File: config.mk
export PLATFORM = sky130hd
export DESIGN_NAME = shift_register_button_scanner
export DESIGN_NICKNAME = d
export VERILOG_FILES = /design/src/srbs_pkg.sv /design/src/srbs_seq.sv /design/src/shift_register_button_scanner.sv
export SDC_FILE = /design/constraint.sdc
export NUM_CORES = 1
export LEC_CHECK = 0
export BUFFER_PORTS_ARGS = -buffer_cell sky130_fd_sc_hd__buf_2
export CELL_PAD_IN_SITES_DETAIL_PLACEMENT = 1
export CELL_PAD_IN_SITES_GLOBAL_PLACEMENT = 2
export CORE_MARGIN = 5
export CORE_UTILIZATION = 36
export DETAILED_ROUTE_END_ITERATION = 10
export GPL_ROUTABILITY_DRIVEN = 0
export PLACE_DENSITY = 0.79
export SLEW_MARGIN = 30
export SYNTH_ARGS = -nofsm -noshare
export SYNTH_HDL_FRONTEND = slang
export SYNTH_SLANG_ARGS = --single-unit
File: constraint.sdc
create_clock -name clk -period 3.1 [get_ports clk]
set_input_delay 0.775 -clock clk [delete_from_list [all_inputs] [get_ports clk]]
set_output_delay 0.775 -clock clk [all_outputs]
set_load 0.01 [all_outputs]
File: src/srbs_pkg.sv
package srbs_pkg;

  // configuration register indexes
  localparam int unsigned CfgIdxW = 2;
  typedef enum logic [CfgIdxW-1:0] {
    CFG_CHIP_TYPE   = 2'd0,
    CFG_BYTE_COUNT  = 2'd1,
    CFG_HALF_PERIOD = 2'd2
  } cfg_idx_t;

  localparam int unsigned MaxBytes = 8;
  localparam int unsigned BitCntW  = $clog2(MaxBytes * 8);      // index of one bit in a scan
  localparam int unsigned TotalW   = $clog2(MaxBytes * 8 + 1);  // holds the bit total itself
  localparam logic [7:0]  HalfPeriodRst = 8'd4;

  typedef enum logic [1:0] {
    PH_IDLE  = 2'd0,
    PH_LATCH = 2'd1,
    PH_LOW   = 2'd2,
    PH_HIGH  = 2'd3
  } phase_t;

  typedef struct packed {
    logic [1:0] chip_type;   // bit 1: cd4021, bit 0: pull-up
    logic [3:0] byte_count;
    logic [7:0] half_period_ticks;
  } cfg_t;

  typedef struct packed {
    logic       clk_out;
    logic       latch_out;
    logic       busy_res;
    logic       button_valid;
    logic [5:0] button_index;
    logic       button_state;
    logic       last_button;
  } result_t;

endpackage

File: src/srbs_seq.sv
module srbs_seq (
  input  logic             clk,
  input  logic             rst_n,
  input  srbs_pkg::cfg_t   cfg,
  input  logic             step,     // one accepted item
  input  logic             action,
  input  logic             data_in,
  output srbs_pkg::result_t res      // result of the current item, state after it
);
  import srbs_pkg::*;

  phase_t               phase_r, phase_nxt;
  logic [7:0]           delay_r, delay_nxt;
  logic [BitCntW-1:0]   bit_r, bit_nxt;
  logic                 clk_lvl_r, clk_lvl_nxt;
  logic                 latch_lvl_r, latch_lvl_nxt;

  logic                 is_cd4021;
  logic                 is_pull_up;
  logic [3:0]           bytes_sat;
  logic [TotalW-1:0]    total_bits;
  logic [TotalW-1:0]    bit_inc;
  logic                 last_bit;
  logic [7:0]           hp;
  logic [7:0]           delay_inc;
  logic                 half_done;

  assign is_cd4021  = cfg.chip_type[1];
  assign is_pull_up = cfg.chip_type[0];
  assign bytes_sat  = (cfg.byte_count > 4'(MaxBytes)) ? 4'(MaxBytes) : cfg.byte_count;
  assign total_bits = TotalW'({bytes_sat, 3'b000});
  assign bit_inc    = TotalW'(bit_r) + TotalW'(1);
  assign last_bit   = bit_inc >= total_bits;
  assign hp         = (cfg.half_period_ticks == 8'd0) ? 8'd1 : cfg.half_period_ticks;
  assign delay_inc  = delay_r + 8'd1;
  assign half_done  = delay_inc >= hp;

  // next phase
  always_comb begin
    phase_nxt = phase_r;
    case (phase_r)
      PH_IDLE:  if (action) phase_nxt = PH_LATCH;
      PH_LATCH: if (half_done) phase_nxt = (total_bits == '0) ? PH_IDLE : PH_LOW;
      PH_LOW:   if (half_done) phase_nxt = PH_HIGH;
      PH_HIGH:  if (half_done) phase_nxt = last_bit ? PH_IDLE : PH_LOW;
      default:  phase_nxt = PH_IDLE;
    endcase
  end

  // counters, pin levels and result
  always_comb begin
    delay_nxt     = delay_r;
    bit_nxt       = bit_r;
    clk_lvl_nxt   = clk_lvl_r;
    latch_lvl_nxt = latch_lvl_r;
    res           = '0;
    case (phase_r)
      PH_IDLE: begin
        if (action) begin
          clk_lvl_nxt   = ~is_cd4021;
          latch_lvl_nxt = is_cd4021;
          delay_nxt     = 8'd0;
          bit_nxt       = '0;
        end
      end
      PH_LATCH: begin
        delay_nxt = half_done ? 8'd0 : delay_inc;
        if (half_done) begin
          latch_lvl_nxt = ~is_cd4021;
          if (total_bits != '0) clk_lvl_nxt = 1'b0;
        end
      end
      PH_LOW: begin
        delay_nxt = half_done ? 8'd0 : delay_inc;
        if (half_done) begin
          res.button_valid = 1'b1;
          // first bit of a byte is its highest button
          res.button_index = 6'({bit_r[BitCntW-1:3], ~bit_r[2:0]});
          res.button_state = data_in ^ is_pull_up;
          res.last_button  = last_bit;
          clk_lvl_nxt      = 1'b1;
        end
      end
      PH_HIGH: begin
        delay_nxt = half_done ? 8'd0 : delay_inc;
        if (half_done) begin
          if (last_bit) begin
            bit_nxt = '0;
          end else begin
            bit_nxt     = bit_inc[BitCntW-1:0];
            clk_lvl_nxt = 1'b0;
          end
        end
      end
      default: ;
    endcase
    res.clk_out   = clk_lvl_nxt;
    res.latch_out = latch_lvl_nxt;
    res.busy_res  = (phase_nxt != PH_IDLE);
  end

  always_ff @(posedge clk) begin
    if (!rst_n) begin
      phase_r     <= PH_IDLE;
      delay_r     <= 8'd0;
      bit_r       <= '0;
      clk_lvl_r   <= 1'b0;
      latch_lvl_r <= 1'b1;
    end else if (step) begin
      phase_r     <= phase_nxt;
      delay_r     <= delay_nxt;
      bit_r       <= bit_nxt;
      clk_lvl_r   <= clk_lvl_nxt;
      latch_lvl_r <= latch_lvl_nxt;
    end
  end

  a_count_bound: assert property (@(posedge clk) disable iff (!rst_n)
    (phase_r != PH_IDLE) |-> (delay_r < hp))
    else $error("delay count beyond half period");

  a_idle_bit_zero: assert property (@(posedge clk) disable iff (!rst_n)
    (phase_r == PH_IDLE) |-> (bit_r == '0))
    else $error("bit count not cleared while idle");

  a_sample_phase: assert property (@(posedge clk) disable iff (!rst_n)
    (step && res.button_valid) |=> (phase_r == PH_HIGH && clk_lvl_r))
    else $error("sample not followed by clock-high half");

endmodule

File: src/shift_register_button_scanner.sv
// Sequencer for one 74HC165 or CD4021 style parallel-in serial-out button chain.
// Every input transaction is one time tick (tuser 0) or a scan start (tuser 1,
// ignored while a scan runs), carrying the sampled serial data pin in tdata bit 0.
// Every input transaction yields exactly one output transaction with the clock
// and latch pin levels and busy flag after that tick; a tick that ends a
// clock-low half also carries a button sample (tuser 1) with its button number,
// and tlast marks the final sample of a scan. A scan pulses the latch for
// half_period_ticks ticks, then clocks min(byte_count,8)*8 bits, each taking two
// half periods. One transaction is taken every clock cycle while the skid
// slot is free: the whole step is a single registered pass, and a two-entry
// output buffer keeps in_tready high while a result waits. Configure only while idle.
module shift_register_button_scanner (
  input  logic                          clk,
  input  logic                          rst_n,
  // input stream
  input  logic                          in_tvalid,
  output logic                          in_tready,
  input  logic [7:0]                    in_tdata,   // [0] data_in, rest zero
  input  logic                          in_tuser,   // [0] action
  // result stream
  output logic                          out_tvalid,
  input  logic                          out_tready,
  output logic [15:0]                   out_tdata,  // [0] clk_out, [1] latch_out,
                                                    // [2] busy_res, [8:3] button_index,
                                                    // [9] button_state, rest zero
  output logic                          out_tuser,  // [0] button_valid
  output logic                          out_tlast,  // last_button
  // configuration writes
  input  logic                          cfg_valid,
  output logic                          cfg_ready,
  input  logic [srbs_pkg::CfgIdxW-1:0]  cfg_index,
  input  logic [7:0]                    cfg_data
);
  import srbs_pkg::*;

  cfg_t    cfg_r;
  result_t step_res;
  result_t out_r, skid_r;
  logic    out_valid_r, skid_valid_r;
  logic    in_fire, out_take;

  // configuration registers, always ready; unknown indexes are dropped
  assign cfg_ready = 1'b1;

  always_ff @(posedge clk) begin
    if (!rst_n) begin
      cfg_r.chip_type         <= 2'd0;
      cfg_r.byte_count        <= 4'd0;
      cfg_r.half_period_ticks <= HalfPeriodRst;
    end else if (cfg_valid) begin
      case (cfg_idx_t'(cfg_index))
        CFG_CHIP_TYPE:   cfg_r.chip_type         <= cfg_data[1:0];
        CFG_BYTE_COUNT:  cfg_r.byte_count        <= cfg_data[3:0];
        CFG_HALF_PERIOD: cfg_r.half_period_ticks <= cfg_data;
        default: ;
      endcase
    end
  end

  // accept while the skid slot is free
  assign in_tready = ~skid_valid_r;
  assign in_fire   = in_tvalid & in_tready;
  assign out_take  = out_valid_r & out_tready;

  srbs_seq u_seq (
    .clk     (clk),
    .rst_n   (rst_n),
    .cfg     (cfg_r),
    .step    (in_fire),
    .action  (in_tuser),
    .data_in (in_tdata[0]),
    .res     (step_res)
  );

  // output register plus skid slot
  always_ff @(posedge clk) begin
    if (!rst_n) begin
      out_valid_r  <= 1'b0;
      skid_valid_r <= 1'b0;
    end else if (!out_valid_r || out_take) begin
      if (skid_valid_r) begin
        out_valid_r  <= 1'b1;
        skid_valid_r <= 1'b0;
      end else begin
        out_valid_r  <= in_fire;
      end
    end else if (in_fire) begin
      skid_valid_r <= 1'b1;
    end
  end

  always_ff @(posedge clk) begin
    if (!out_valid_r || out_take) begin
      out_r <= skid_valid_r ? skid_r : step_res;
    end else if (in_fire) begin
      skid_r <= step_res;
    end
  end

  assign out_tvalid = out_valid_r;
  assign out_tdata  = {6'd0, out_r.button_state, out_r.button_index,
                       out_r.busy_res, out_r.latch_out, out_r.clk_out};
  assign out_tuser  = out_r.button_valid;
  assign out_tlast  = out_r.last_button;

  a_skid_behind_out: assert property (@(posedge clk) disable iff (!rst_n)
    skid_valid_r |-> out_valid_r)
    else $error("skid slot full with empty output register");

  a_stall_fills_skid: assert property (@(posedge clk) disable iff (!rst_n)
    (out_valid_r && !out_tready && in_fire) |=> skid_valid_r)
    else $error("stalled transaction not kept in skid slot");

  a_no_sample_clear: assert property (@(posedge clk) disable iff (!rst_n)
    (out_valid_r && !out_r.button_valid) |->
      (out_r.button_index == 6'd0 && !out_r.button_state && !out_r.last_button))
    else $error("sample fields set without a sample");

  a_last_is_sample: assert property (@(posedge clk) disable iff (!rst_n)
    (out_valid_r && out_r.last_button) |-> out_r.button_valid)
    else $error("last flag without a sample");

endmodule

# [After elaboration in Yosys (flattened, before gate mapping)]
# Cells that the tools add are included.
[word_totals] regBits=58 in_bits=24 out_inout_bits=21 elab_cells=91
[op_classes] n_addsub=2 magnitude_cmp=3 eq_ne=7 muxes=30 bitwise_logic=8 reduce_logical=17
[op_table] cell="8-bit two-way mux" n=3
[op_table] cell="6-bit two-way mux" n=3
[op_table] cell="9-bit two-way mux" n=2
[op_table] cell="8-bit one-hot mux with 2 select lines" n=1
[op_table] cell="12-bit two-way mux" n=1
[op_table] cell="2-bit two-way mux" n=6
[op_table] cell="6-bit one-hot mux with 2 select lines" n=1
[op_table] cell="2-bit AND reduction" n=5
[op_table] cell="1-bit two-way mux" n=9
[op_table] cell="8-bit by 1-bit adder with 8-bit output (second input constant)" n=1
[op_table] cell="8-bit >= comparator" n=1
[op_table] cell="8-bit logical NOT" n=1
[op_table] cell="2-bit one-hot mux with 4 select lines" n=1
[op_table] cell="6-bit by 1-bit adder with 7-bit output (second input constant)" n=1
[op_table] cell="7-bit >= comparator" n=1
[op_table] cell="7-bit logical NOT" n=1
[op_table] cell="7-bit nonzero test" n=1
[op_table] cell="2-bit == test (second input constant)" n=3
[op_table] cell="2-bit by 1-bit == test with 1-bit output (second input constant)" n=2
[op_table] cell="4-bit greater-than comparator (second input constant)" n=1
[op_table] cell="2-bit logical NOT" n=2
[op_table] cell="4-bit two-way mux" n=1
[op_table] cell="1-bit NOT" n=4
[op_table] cell="1-bit one-hot mux with 4 select lines" n=1
[op_table] cell="12 further kinds" n=14

# [Logic depth before layout (Yosys ltp)]
# Gate-level depths: netlist (run 1).
[depth] ltp_word=8 depth_mapped=12 ltp_nobuf=12

# [By module]
# Synthesis (run 1) repeated with hierarchy kept, for this count alone.
[unflattened] hier_cells=323 hier_area_um2=3101.7
[modules_own_cells] module="shift_register_button_scanner" instances=1 cells_per_inst=114 area_each_um2=1574.0 seq_area_each_um2=1041.0
[modules_own_cells] module="srbs_seq" instances=1 cells_per_inst=209 area_each_um2=1527.7 seq_area_each_um2=360.3

# [Worst setup path before layout (run 1)]
# Ideal clock, no wire load.
[synth_path] path_kind="reg2reg" start="register u_seq.delay_r[0]" end="register out_r, in the netlist out_tdata[0] (data pin)" setup_ns=0.260 arrival_time_ns=2.337 t_required_ns=2.840 path_slack_ns=0.503 path_stages_with_launch=11 path_buffers=0 period_less_slack_ns=2.597 cell_sequence="dfxtp_1 nand3_1 nor2_1 xor2_1 ha_1 a211o_1 o211ai_1 o311ai_2 a21oi_1 o31ai_2 mux2_2"
[synth_rtl] item="start, declared" line_no="srbs_seq.sv:13" source="logic [7:0] delay_r, delay_nxt;"
[synth_rtl] item="start signal, assigned" line_no="srbs_seq.sv:111" source="delay_r <= delay_nxt;"
[synth_rtl] item="end signal, assigned" line_no="shift_register_button_scanner.sv:94" source="out_r <= skid_valid_r ? skid_r : step_res;"
[synth_rtl] item="end, declared" line_no="shift_register_button_scanner.sv:38" source="result_t out_r, skid_r;"

# [Final worst setup path (run 1)]
[layout_path] start="register u_seq.delay_r[2]" end="register u_seq.bit_r[2]"
[layout_between] elab_chain_cells=4
[layout_rtl] item="8-bit by 1-bit adder with 8-bit output" line_no="srbs_seq.sv:35" source="assign delay_inc = delay_r + 8'd1;"
[layout_rtl] item="8-bit >= comparator" line_no="srbs_seq.sv:36" source="assign half_done = delay_inc >= hp;"
[layout_rtl] item="2-bit by 1-bit != test with 1-bit output (no source line)"
[layout_rtl] item="4-bit AND reduction (no source line)"
[layout_rtl] item="end signal, assigned" line_no="srbs_seq.sv:112" source="bit_r <= bit_nxt;"
[layout_rtl] item="end, declared" line_no="srbs_seq.sv:14" source="logic [BitCntW-1:0] bit_r, bit_nxt;"
# Every way passes these cells.
# A chain may end at the register's enable or synchronous reset.

==> results of run 1 <==
-- state kept, by name, summed over array words and instances (netlist names) --
| signal | cells |
|---|---|
| u_seq.latch_lvl_r | 1 |
| cfg_r | 14 |
| out_tdata | 10 |
| skid_valid_r | 1 |
| out_tvalid | 1 |
| u_seq.delay_r | 8 |
| out_tlast | 1 |
| skid_r | 12 |
| u_seq.clk_lvl_r | 1 |
| u_seq.bit_r | 6 |
| u_seq.phase_r | 2 |
| out_tuser | 1 |
-- worst max-delay path by stage --
stage | to | slack (ns)
final | u_seq.bit_r[2]$_SDFFE_PN0P_ | 0.23
after global routing | out_tdata[9]$_DFFE_PP_ | 0.02
after floorplan | out_tdata[0]$_DFFE_PP_ | 0.50
after global placement | out_tdata[7]$_DFFE_PP_ | 0.22
after detailed placement | out_tdata[7]$_DFFE_PP_ | 0.16
after CTS | out_tdata[7]$_DFFE_PP_ | 0.13
-- area by class of cell --
type                       count  share of cell area [%]
clock buffer                   9                    3.52
clock inverter                 7                    3.55
inverter                      18                    1.92
multi-input combinational    210                    41.8
sequential                    58                    39.8
tap                          105                    3.73
timing repair buffer          37                    5.75
-- placed cells by master, fill, tap and decap left out, types with 3 or more instances in the layout --
cell / n
buf_2: 30
buf_4: 7
nand2_1: 23
xnor2_1: 5
o21ai_0: 3
o21ai_1: 3
a21oi_1: 9
o211ai_1: 5
bufinv_16: 3
o31ai_2: 3
nand3_1: 10
nor2_1: 46
edfxtp_1: 24
mux2_2: 5
conb_1: 7
inv_1: 16
clkbuf_8: 9
a22oi_1: 7
mux2i_1: 14
xor2_1: 5
ha_1: 14
o31ai_1: 6
nor3_1: 5
nor2b_1: 5
dfxtp_1: 34
-- timing repair --
| action | in CTS | in global routing |
|---|---|---|
| hold buffers | 0 | 0 |
| gates resized for setup | 0 | 2 |
| buffers inserted | 0 | 1 |
| setup endpoints to repair | 0 | 15 |
| hold endpoints to repair | 0 | 0 |
-- metrics by stage --
step	hold WS (ns)	utilization [%]
finish	0.505	43.1
global route	0.555	43.1
CTS	0.515	42.8
detailed placement	0.495	39.8
global placement	0.479	39.8
floorplan	0.463	-
-- routing by layer --
| metal | track usage, % | vias to the layer above | wire length [um] | share of wire [%] |
|---|---|---|---|---|
| met5 | 0 | - | 0 | 0 |
| met3 | 4.55 | 9 | 334 | 5.1 |
| li1 | - | 1111 | - | - |
| met4 | 5.21 | 0 | 80 | 1.2 |
| met2 | 21.2 | 46 | 2920 | 44 |
| met1 | 17.5 | 1047 | 3240 | 49 |
-- power groups by stage --
| stage | Combinational [W] | Sequential [W] | Clock (W) |
|---|---|---|---|
| 2_1_floorplan | 0.000104 | 0.000854 | 0 |
| 3_3_place_gp | 0.000150 | 0.000850 | 0 |
| 3_5_place_dp | 0.000153 | 0.000851 | 0 |
| 4_1_cts | 0.000154 | 0.000834 | 0.000896 |
| 5_1_grt | 0.000171 | 0.000836 | 0.000937 |
| 6_report | 0.000154 | 0.000834 | 0.000875 |
-- cell families after synthesis --
family	after synthesis	share of synthesized area [%]
AND/OR/NAND/NOR	107	17.3
AO/OA/AOI/OAI	53	15.0
flip-flops	58	46.6
XOR/XNOR	10	2.91
adder cells (fa/ha/maj)	14	5.82
multiplexers	19	6.53
other	2	0.250
buffers and inverters	35	5.57
-- critical path: cells and delay by family (launching register included) --
kind	cells	cell delay, ns
AOI/OAI and AO/OA	2	0.66
xor gates and xnor gates	1	0.16
adders and majority gates	1	0.31
DFF	1	0.39
and+or+nand+nor	5	1.26
==> out/qor.yml, run 1 <==
status:
  status: "completed"
setup_path:
  slowest_stage: "or4_4"
  worstPathRequired_ns: 3.36
  r2r_start: "u_seq.delay_r[2]$_SDFFE_PN0P_"
  cp_cell_sequence: "nand3_1, nor2_1, nand3_1, xnor2_1, ha_1, nand4_1, o311a_4, or4_4, o31ai_2"
  cpPeakStageDelay_ns: 0.56
  cp-end-kind: "register"
  cp_max_fo: 6
  reg2regPathDepth: 9
  reg2reg_to: "u_seq.bit_r[2]$_SDFFE_PN0P_"
  start_kind: "register"
  critical_path.most_common_cell: "nand3_1"
  startpoint: "u_seq.delay_r[2]$_SDFFE_PN0P_"
  cp.arrival_ns: 3.13
  rrSetupSlack_ns: 0.23
  critPathKind: "reg -> reg"
pwr:
  p_int_w: 0.00142
  leakage_nw: 1.47
  seq_power_share_pct: 44.7
  power.density_nw_per_um2: 529
  combPwrFrac_pct: 8.3
  fin_total_pwr_w: 0.00186
  power_switching_w: 0.000441
  ir_drop_mv: 0.218
  pwr-share-clk_pct: 47.0
  swShare_pct: 23.7
floorplan:
  die_h_um: 101
  num_rows: 33
  start_util_pct: 36.8
  ios: 45
  die_w_um: 101
  dieArea_um2: 10300
  coreArea_um2: 8180
synth:
  ys_ff_latch: 58
  seq_area_frac_synth_pct: 46.6
  ys.flop_type: "dfxtp_1"
  synthTopCellsByCount: "nor2_1, dfxtp_1, edfxtp_1"
  synth_area_leaders: "edfxtp_1, dfxtp_1, ha_1, nor2_1, mux2i_1"
  synth_top_area_share_pct: 24.0
  yosys_warnings: 0
  avgSynthCellArea_um2: 10.1
  syn_inst: 298
  post-synth-top-area-cell: "edfxtp_1"
  synth-edff-count: 24
  syn-cell-area_um2: 3010
  synth_cell_type_count: 57
  ys_async_sr_fraction_pct: 0
  yosysMostFrequentCell: "nor2_1"
sta:
  relSlewSlack_pct: 53.6
  worstMarginPinSlew_ns: 0.687
  post-route-period-util_pct: 92.5
  hold_violations: 0
  setup_tns_ns: 0
  setup_violations: 0
  clock.fmax_ghz: 0.349
  maxSlewViolCount: 0
  rsz0062_at_grt: "false"
  period_needed_ns: 2.87
  final.setup.worst_slack_ns: 0.231
  finClkSkew_ns: 0.00655
clocking:
  cts-root-buf: "clkbuf_8"
  cts_buffer_depth: 2
  htree_levels: 3
  path_clk_slew_ns: 0.07
  clk_latency_ns: 0.34
  cts_sinks: 58
  cts_made_buffers: 9
  cts_tree: "built"
drt:
  dr.pass1.iters: 4
  wl_mm: 6.57
  final_antenna_net_count: 0
  vias_per_cell: 4.98
  drt-initial-drc-count: 62
  drc: 0
  wl_per_cell_um: 14.8
  num_vias: 2213
min_path:
  min_path_type: "reg -> reg"
  whs_endpoint: "cfg_r[7]$_SDFFE_PN0P_"
  min_from: "cfg_r[7]$_SDFFE_PN0P_"
  min_delay_path_depth: 2
placement:
  hpwl_mm: 4.86
  io_buffer_count: 30
  place_ws_ns: 0.163
  placed_area_um2: 3250
  dpl.cell_count: 427
global_route:
  grt_start_max_net_pins: 29
  grt-ovfl-total: 0
  grt_pass1_wl_mm: 10.8
  antenna_found_initial: 0
  grt_pass1_vias: 2211
  grt.total_usage_pct: 13.6
final_layout:
  regArea_um2: 1400
  nets: 372
  drive_gt1_share_pct: 22.7
  fillers: 952
  syn2layout_area_growth_pct: 17.1
  diodes: 0
  multi_input_area_um2: 1470
  final_cells: 444
  final_area_um2: 3520
flow_run:
  max_cap_viol_count: 0
Power figures use the tool's default switching activity.
==> run 2, diff against run 1 <==
--- a/config.mk
+++ b/config.mk
@@ -5,11 +5,13 @@
 export SDC_FILE = /design/constraint.sdc
 export NUM_CORES = 1
 export LEC_CHECK = 0
+export ABC_AREA = 1
 export BUFFER_PORTS_ARGS = -buffer_cell sky130_fd_sc_hd__buf_2
+export CAP_MARGIN = 20
 export CELL_PAD_IN_SITES_DETAIL_PLACEMENT = 1
 export CELL_PAD_IN_SITES_GLOBAL_PLACEMENT = 2
 export CORE_MARGIN = 5
-export CORE_UTILIZATION = 36
+export CORE_UTILIZATION = 33
 export DETAILED_ROUTE_END_ITERATION = 10
 export GPL_ROUTABILITY_DRIVEN = 0
 export PLACE_DENSITY = 0.79
==> run 2 against run 1 <==
  * Largest cell class is now flip-flops and latches
  * Combinational power is 24% higher
  * Via count grew 8.6%
  * Area after synthesis fell by 1.8%
  * Synthesized cell count increased by 23%
  * Non-clock buffer count fell by 4
==> out/qor.yml, run 2 <==
sta:
  clock.fmax_ghz: 0.386
  setup_tns_ns: 0
  period_needed_ns: 2.59
  maxSlewViolCount: 0
  hold_violations: 0
  rsz0062_at_grt: "false"
  setup_violations: 0
  finClkSkew_ns: 0.00689
  worstMarginPinSlew_ns: 0.596
  relSlewSlack_pct: 60.0
  post-route-period-util_pct: 83.7
setup_path:
  critPathKind: "reg -> reg"
  cp.arrival_ns: 2.69
  cp-end-kind: "register"
  worstPathRequired_ns: 3.19
  cp_max_fo: 7
  start_kind: "register"
placement:
  placed_area_um2: 3200
  dpl.cell_count: 499
  io_buffer_count: 30
  hpwl_mm: 5.12
global_route:
  grt.total_usage_pct: 12.6
  grt_pass1_wl_mm: 11.3
  grt-ovfl-total: 0
  antenna_found_initial: 0
  grt_pass1_vias: 2436
  grt_start_max_net_pins: 20
pwr:
  pwr-share-clk_pct: 39.3
  leakage_nw: 1.56
  ir_drop_mv: 0.245
  seq_power_share_pct: 49.6
  swShare_pct: 26.3
  p_int_w: 0.00126
  power.density_nw_per_um2: 505
  power_switching_w: 0.000449
  combPwrFrac_pct: 11.2
drt:
  num_vias: 2403
  dr.pass1.iters: 4
  wl_mm: 6.66
  final_antenna_net_count: 0
  wl_per_cell_um: 12.9
  drt-initial-drc-count: 35
  vias_per_cell: 4.67
  drc: 0
clocking:
  clk_latency_ns: 0.33
  cts_made_buffers: 9
  htree_levels: 3
  path_clk_slew_ns: 0.07
  cts_tree: "built"
  cts_setup_buffers: 0
  cts_buffer_depth: 2
  cts_resized: 0
  cts_hold_buffers: 0
  cts_sinks: 58
  cts-root-buf: "clkbuf_8"
flow_run:
  max_cap_viol_count: 0
final_layout:
  final_cell_mix: "nand2_1, inv_1, nor2_1, dfxtp_1, buf_2"
  largest_register_ffs: 14
  fillers: 1069
  nets: 440
  final_cells: 515
  final_area_um2: 3390
  post-route-util_pct: 38.9
  diodes: 0
  drive_gt1_share_pct: 15.0
  syn2layout_area_growth_pct: 14.7
  top_register: "cfg_r"
  layout_commonest_cell: "nand2_1"
status:
  status: "completed"
synth:
  syn_inst: 366
  syn-cell-area_um2: 2950
  synth_area_leaders: "edfxtp_1, dfxtp_1, nand2_1, ha_1, inv_1"
  synth_top_area_share_pct: 24.4
  post-synth-top-area-cell: "edfxtp_1"
  ys_ff_latch: 58
  synth-edff-count: 24
  synthTopCellsByCount: "nand2_1, inv_1, dfxtp_1, nor2_1, a21oi_1"
  yosysMostFrequentCell: "nand2_1"
  synth_cell_type_count: 38
  yosys_warnings: 0
  ys.flop_type: "dfxtp_1"
  avgSynthCellArea_um2: 8.07
  seq_area_frac_synth_pct: 47.4
  ys_async_sr_fraction_pct: 0
floorplan:
  ios: 45
  dieArea_um2: 10900
  coreArea_um2: 8720
  die_h_um: 105
  num_rows: 34
  start_util_pct: 33.9
  die_w_um: 105
min_path:
  min_path_type: "reg -> reg"
-- run 2: cell count changes after synthesis, sizes merged, moves of 7 or more --
cell | before | now
a22oi | 7 | 0
nand2 | 24 | 97
nor2 | 46 | 39
mux2i | 14 | 0
a21oi | 10 | 28
o31ai | 9 | 0
inv | 17 | 49
o21ai | 8 | 16
-- run 2: final cells by class --
| cell class | instances | area (um2) | share of cell area, % |
|---|---|---|---|
| clock buffer | 10 | 128 | 3.77 |
| clock inverter | 6 | 57.6 | 1.70 |
| inverter | 50 | 188 | 5.54 |
| multi-input combinational | 250 | 1310 | 38.6 |
| sequential | 58 | 1400 | 41.3 |
| tap | 108 | 135 | 3.99 |
| timing repair buffer | 33 | 173 | 5.09 |
-- run 2: critical path, cell delays in order (launching register included) --
cell      delay, ns
dfxtp_1        0.42
ha_1           0.23
nand3_1        0.12
nand3b_1       0.19
xnor2_1        0.16
ha_1           0.29
nand2_1        0.06
o21a_1         0.23
nand2_4        0.13
nand2_2        0.09
o21ai_1        0.16
nand3_1        0.12
nand2_1        0.08
nand2_1        0.06
-- run 2: per-stage QoR --
step | total power, W | hold slack [ns] | worst slack [ns]
finish | 0.00171 | 0.475 | 0.507
global route | 0.00180 | 0.498 | 0.186
CTS | 0.00174 | 0.480 | 0.461
detailed placement | 0.00106 | 0.469 | 0.476
global placement | 0.00105 | 0.466 | 0.520
floorplan | 0.000997 | 0.445 | 0.806
-- run 2: kinds of logic (layout without fill, tap and decap cells) --
| kind of cell | Yosys count | in the layout | share of synthesized area, % |
|---|---|---|---|
| AO/OA/AOI/OAI | 53 | 53 | 9.87 |
| XOR/XNOR | 9 | 9 | 2.67 |
| adder cells (fa/ha/maj) | 14 | 14 | 5.93 |
| buffers and inverters | 63 | 99 | 8.94 |
| flip-flops | 58 | 58 | 47.4 |
| other | 2 | 7 | 0.254 |
| AND/OR/NAND/NOR | 167 | 167 | 24.9 |
-- run 2: layer usage --
metal  vias up  routed length (um)  track usage, %
met5         -                   0               0
met4         0                 132            4.93
met3        12                 251            3.39
met2        40                3290            22.0
met1      1103                2980            14.7
li1       1248                   -               -
-- run 2: worst paths after layout --
path | startpoint | to | slack (ns) | depth (start not counted)
worst max-delay path | u_seq.delay_r[0]$_SDFFE_PN0P_ | out_tdata[2]$_DFFE_PP_ | 0.51 | 13
worst min-delay path | cfg_r[8]$_SDFFE_PN0P_ | cfg_r[8]$_SDFFE_PN0P_ | 0.47 | 2
worst max register to register | u_seq.delay_r[0]$_SDFFE_PN0P_ | out_tdata[2]$_DFFE_PP_ | 0.51 | 13
worst min register to register | cfg_r[8]$_SDFFE_PN0P_ | cfg_r[8]$_SDFFE_PN0P_ | 0.47 | 2
-- run 2: power by group through the flow --
stage / clock (W) / sequential, W / combinational (W)
finish: 0.000672 / 0.000848 / 0.000191
floorplan: 0 / 0.000870 / 0.000127
detailed placement: 0 / 0.000865 / 0.000195
global route: 0.000726 / 0.000851 / 0.000219
global placement: 0 / 0.000864 / 0.000190
CTS: 0.000700 / 0.000848 / 0.000196
==> run 3, diff against run 2 <==
--- a/config.mk
+++ b/config.mk
@@ -5,16 +5,16 @@
 export SDC_FILE = /design/constraint.sdc
 export NUM_CORES = 1
 export LEC_CHECK = 0
-export ABC_AREA = 1
+export ABC_AREA = 0
 export BUFFER_PORTS_ARGS = -buffer_cell sky130_fd_sc_hd__buf_2
 export CAP_MARGIN = 20
 export CELL_PAD_IN_SITES_DETAIL_PLACEMENT = 1
 export CELL_PAD_IN_SITES_GLOBAL_PLACEMENT = 2
 export CORE_MARGIN = 5
-export CORE_UTILIZATION = 33
+export CORE_UTILIZATION = 32
 export DETAILED_ROUTE_END_ITERATION = 10
 export GPL_ROUTABILITY_DRIVEN = 0
-export PLACE_DENSITY = 0.79
+export PLACE_DENSITY = 0.75
 export SLEW_MARGIN = 30
 export SYNTH_ARGS = -nofsm -noshare
 export SYNTH_HDL_FRONTEND = slang
==> constraint.sdc (replaced) <==
create_clock -name clk -period 2.23 [get_ports clk]
set_input_delay 0.5575 -clock clk [delete_from_list [all_inputs] [get_ports clk]]
set_output_delay 0.5575 -clock clk [all_outputs]
set_load 0.01 [all_outputs]
==> run 3 against run 2 <==
  * Sequential share of layout area shrank 8.6 points
  * Sequential power up 37%
  * Cell count down 2.5%
  * Hold slack got worse by 0.012 ns
  * Core utilization grew 8.2 points
  * The run now ends with setup timing left
  * Via count increased by 3.2%
  * Highest routed layer unchanged
  * Critical path depth decreased by 4
  * Clock skew up 0.0039 ns
  * Routed wire length is 18% higher
  * Combinational power grew 53%
  * Global-route usage up 1.3 points
  * Count of clock-buffer cells in the layout is 1 lower
==> out/qor.yml, run 3 (synthesized netlist as in run 1, its figures left out) <==
final_layout:
  nets: 424
  regArea_um2: 1420
  top_register: "cfg_r"
  syn2layout_area_growth_pct: 44.1
  largest_register_ffs: 14
  post-route-util_pct: 47.1
  multi_input_area_um2: 1820
  fillers: 1011
  diodes: 0
  layout_commonest_cell: "buf_4"
  drive_gt1_share_pct: 46.0
  final_cells: 502
  final_cell_mix: "buf_4, nor2_1, buf_2"
setup_path:
  critPathKind: "reg -> reg"
  worstPathRequired_ns: 2.48
  cp_max_fo: 5
  cp-end-kind: "register"
  start_kind: "register"
  cp.arrival_ns: 2.90
drt:
  num_vias: 2479
  wl_per_cell_um: 15.7
  wl_mm: 7.86
  dr.pass1.iters: 4
  final_antenna_net_count: 0
  drt-initial-drc-count: 104
  vias_per_cell: 4.94
  drc: 0
sta:
  post-route-period-util_pct: 119
  rsz0062_at_grt: "true"
  clock.fmax_ghz: 0.378
  relSlewSlack_pct: 58.4
  worstMarginPinSlew_ns: 0.620
  hold_violations: 0
  finClkSkew_ns: 0.0108
  maxSlewViolCount: 0
  final.setup.worst_slack_ns: -0.419
  holdWs_ns: 0.463
  setup_violations: 40
  period_needed_ns: 2.65
clocking:
  clk_latency_ns: 0.34
  cts_hold_buffers: 0
  path_clk_slew_ns: 0.08
  cts_made_buffers: 9
  htree_levels: 3
  cts-root-buf: "clkbuf_8"
  cts_tree: "built"
  cts_buffer_depth: 2
  cts_sinks: 58
floorplan:
  start_util_pct: 32.7
  ios: 45
  coreArea_um2: 9200
  die_h_um: 107
  die_w_um: 107
  num_rows: 35
  dieArea_um2: 11400
placement:
  dpl.cell_count: 471
  io_buffer_count: 30
  hpwl_mm: 5.46
min_path:
  min_path_type: "in -> reg"
status:
  status: "finished, violations left"
  violations: "setup timing"
global_route:
  grt-ovfl-total: 0
  grt_pass1_vias: 2563
  grt_start_max_net_pins: 29
  antenna_found_initial: 0
  grt_pass1_wl_mm: 12.7
  grt.total_usage_pct: 13.9
pwr:
  ir_drop_mv: 0.368
  fin_total_pwr_w: 0.00267
  leakage_nw: 1.83
  power.density_nw_per_um2: 617
flow_run:
  max_cap_viol_count: 0
run 3: worst paths after layout:
check	startpoint	end	slack, ns	cells after the start
hold / removal	cfg_data[6]	cfg_r[6]$_SDFFE_PN0P_	0.46	3
setup reg to reg	u_seq.delay_r[1]$_SDFFE_PN0P_	u_seq.bit_r[3]$_SDFFE_PN0P_	-0.42	9
setup / recovery	u_seq.delay_r[1]$_SDFFE_PN0P_	u_seq.bit_r[3]$_SDFFE_PN0P_	-0.42	9
hold reg to reg	cfg_r[7]$_SDFFE_PN0P_	cfg_r[7]$_SDFFE_PN0P_	0.51	2
run 3: routing by layer:
layer	up-vias	track usage (%)	wire, um
met4	0	4.66	99
met3	10	3.01	257
met1	1205	17.8	3650
met2	48	23.2	3860
met5	-	0	0
li1	1216	-	-
run 3: metrics by stage:
step | TNS [ns] | cell area [um2] | setup slack [ns]
after floorplan | -2.03 | 3110 | -0.195
after global placement | -11.77 | 3620 | -0.410
after detailed placement | -16.21 | 3620 | -0.551
after CTS | -11.17 | 4150 | -0.384
after global routing | -17.59 | 4330 | -0.549
final | -11.98 | 4330 | -0.419
run 3: critical path: stages (launching register included):
cell       delay (ns)
dfxtp_4          0.38
nand3_4          0.09
buf_4            0.14
xnor2_1          0.25
ha_1             0.29
a2111oi_4        0.07
buf_4            0.16
o311a_4          0.41
or4_4            0.59
o31ai_2          0.18
run 3: power breakdown:
| group | internal [W] | leakage, nW | switching [W] | total, W |
|---|---|---|---|---|
| clock network | 0.000754 | 0.124 | 0.000470 | 0.00122 |
| logic | 0.000131 | 1.18 | 0.000163 | 0.000293 |
| registers | 0.00114 | 0.531 | 0.0000204 | 0.00116 |
run 3: cell type report:
cell class / count / area share [%]
repair buffers: 89 / 14.8
well taps: 111 / 3.21
flip-flops and latches: 58 / 32.7
multi-input cells: 210 / 41.9
inverters: 18 / 1.62
clock buffers: 9 / 2.86
clock inverters: 7 / 2.89
run 3: repair_timing:
action                                 in CTS  in global routing
pin swaps                                  19                  8
gates resized for setup                    48                 25
setup endpoints to repair                  42                 42
buffers inserted                            9                  7
endpoints found under the hold margin       0                  0
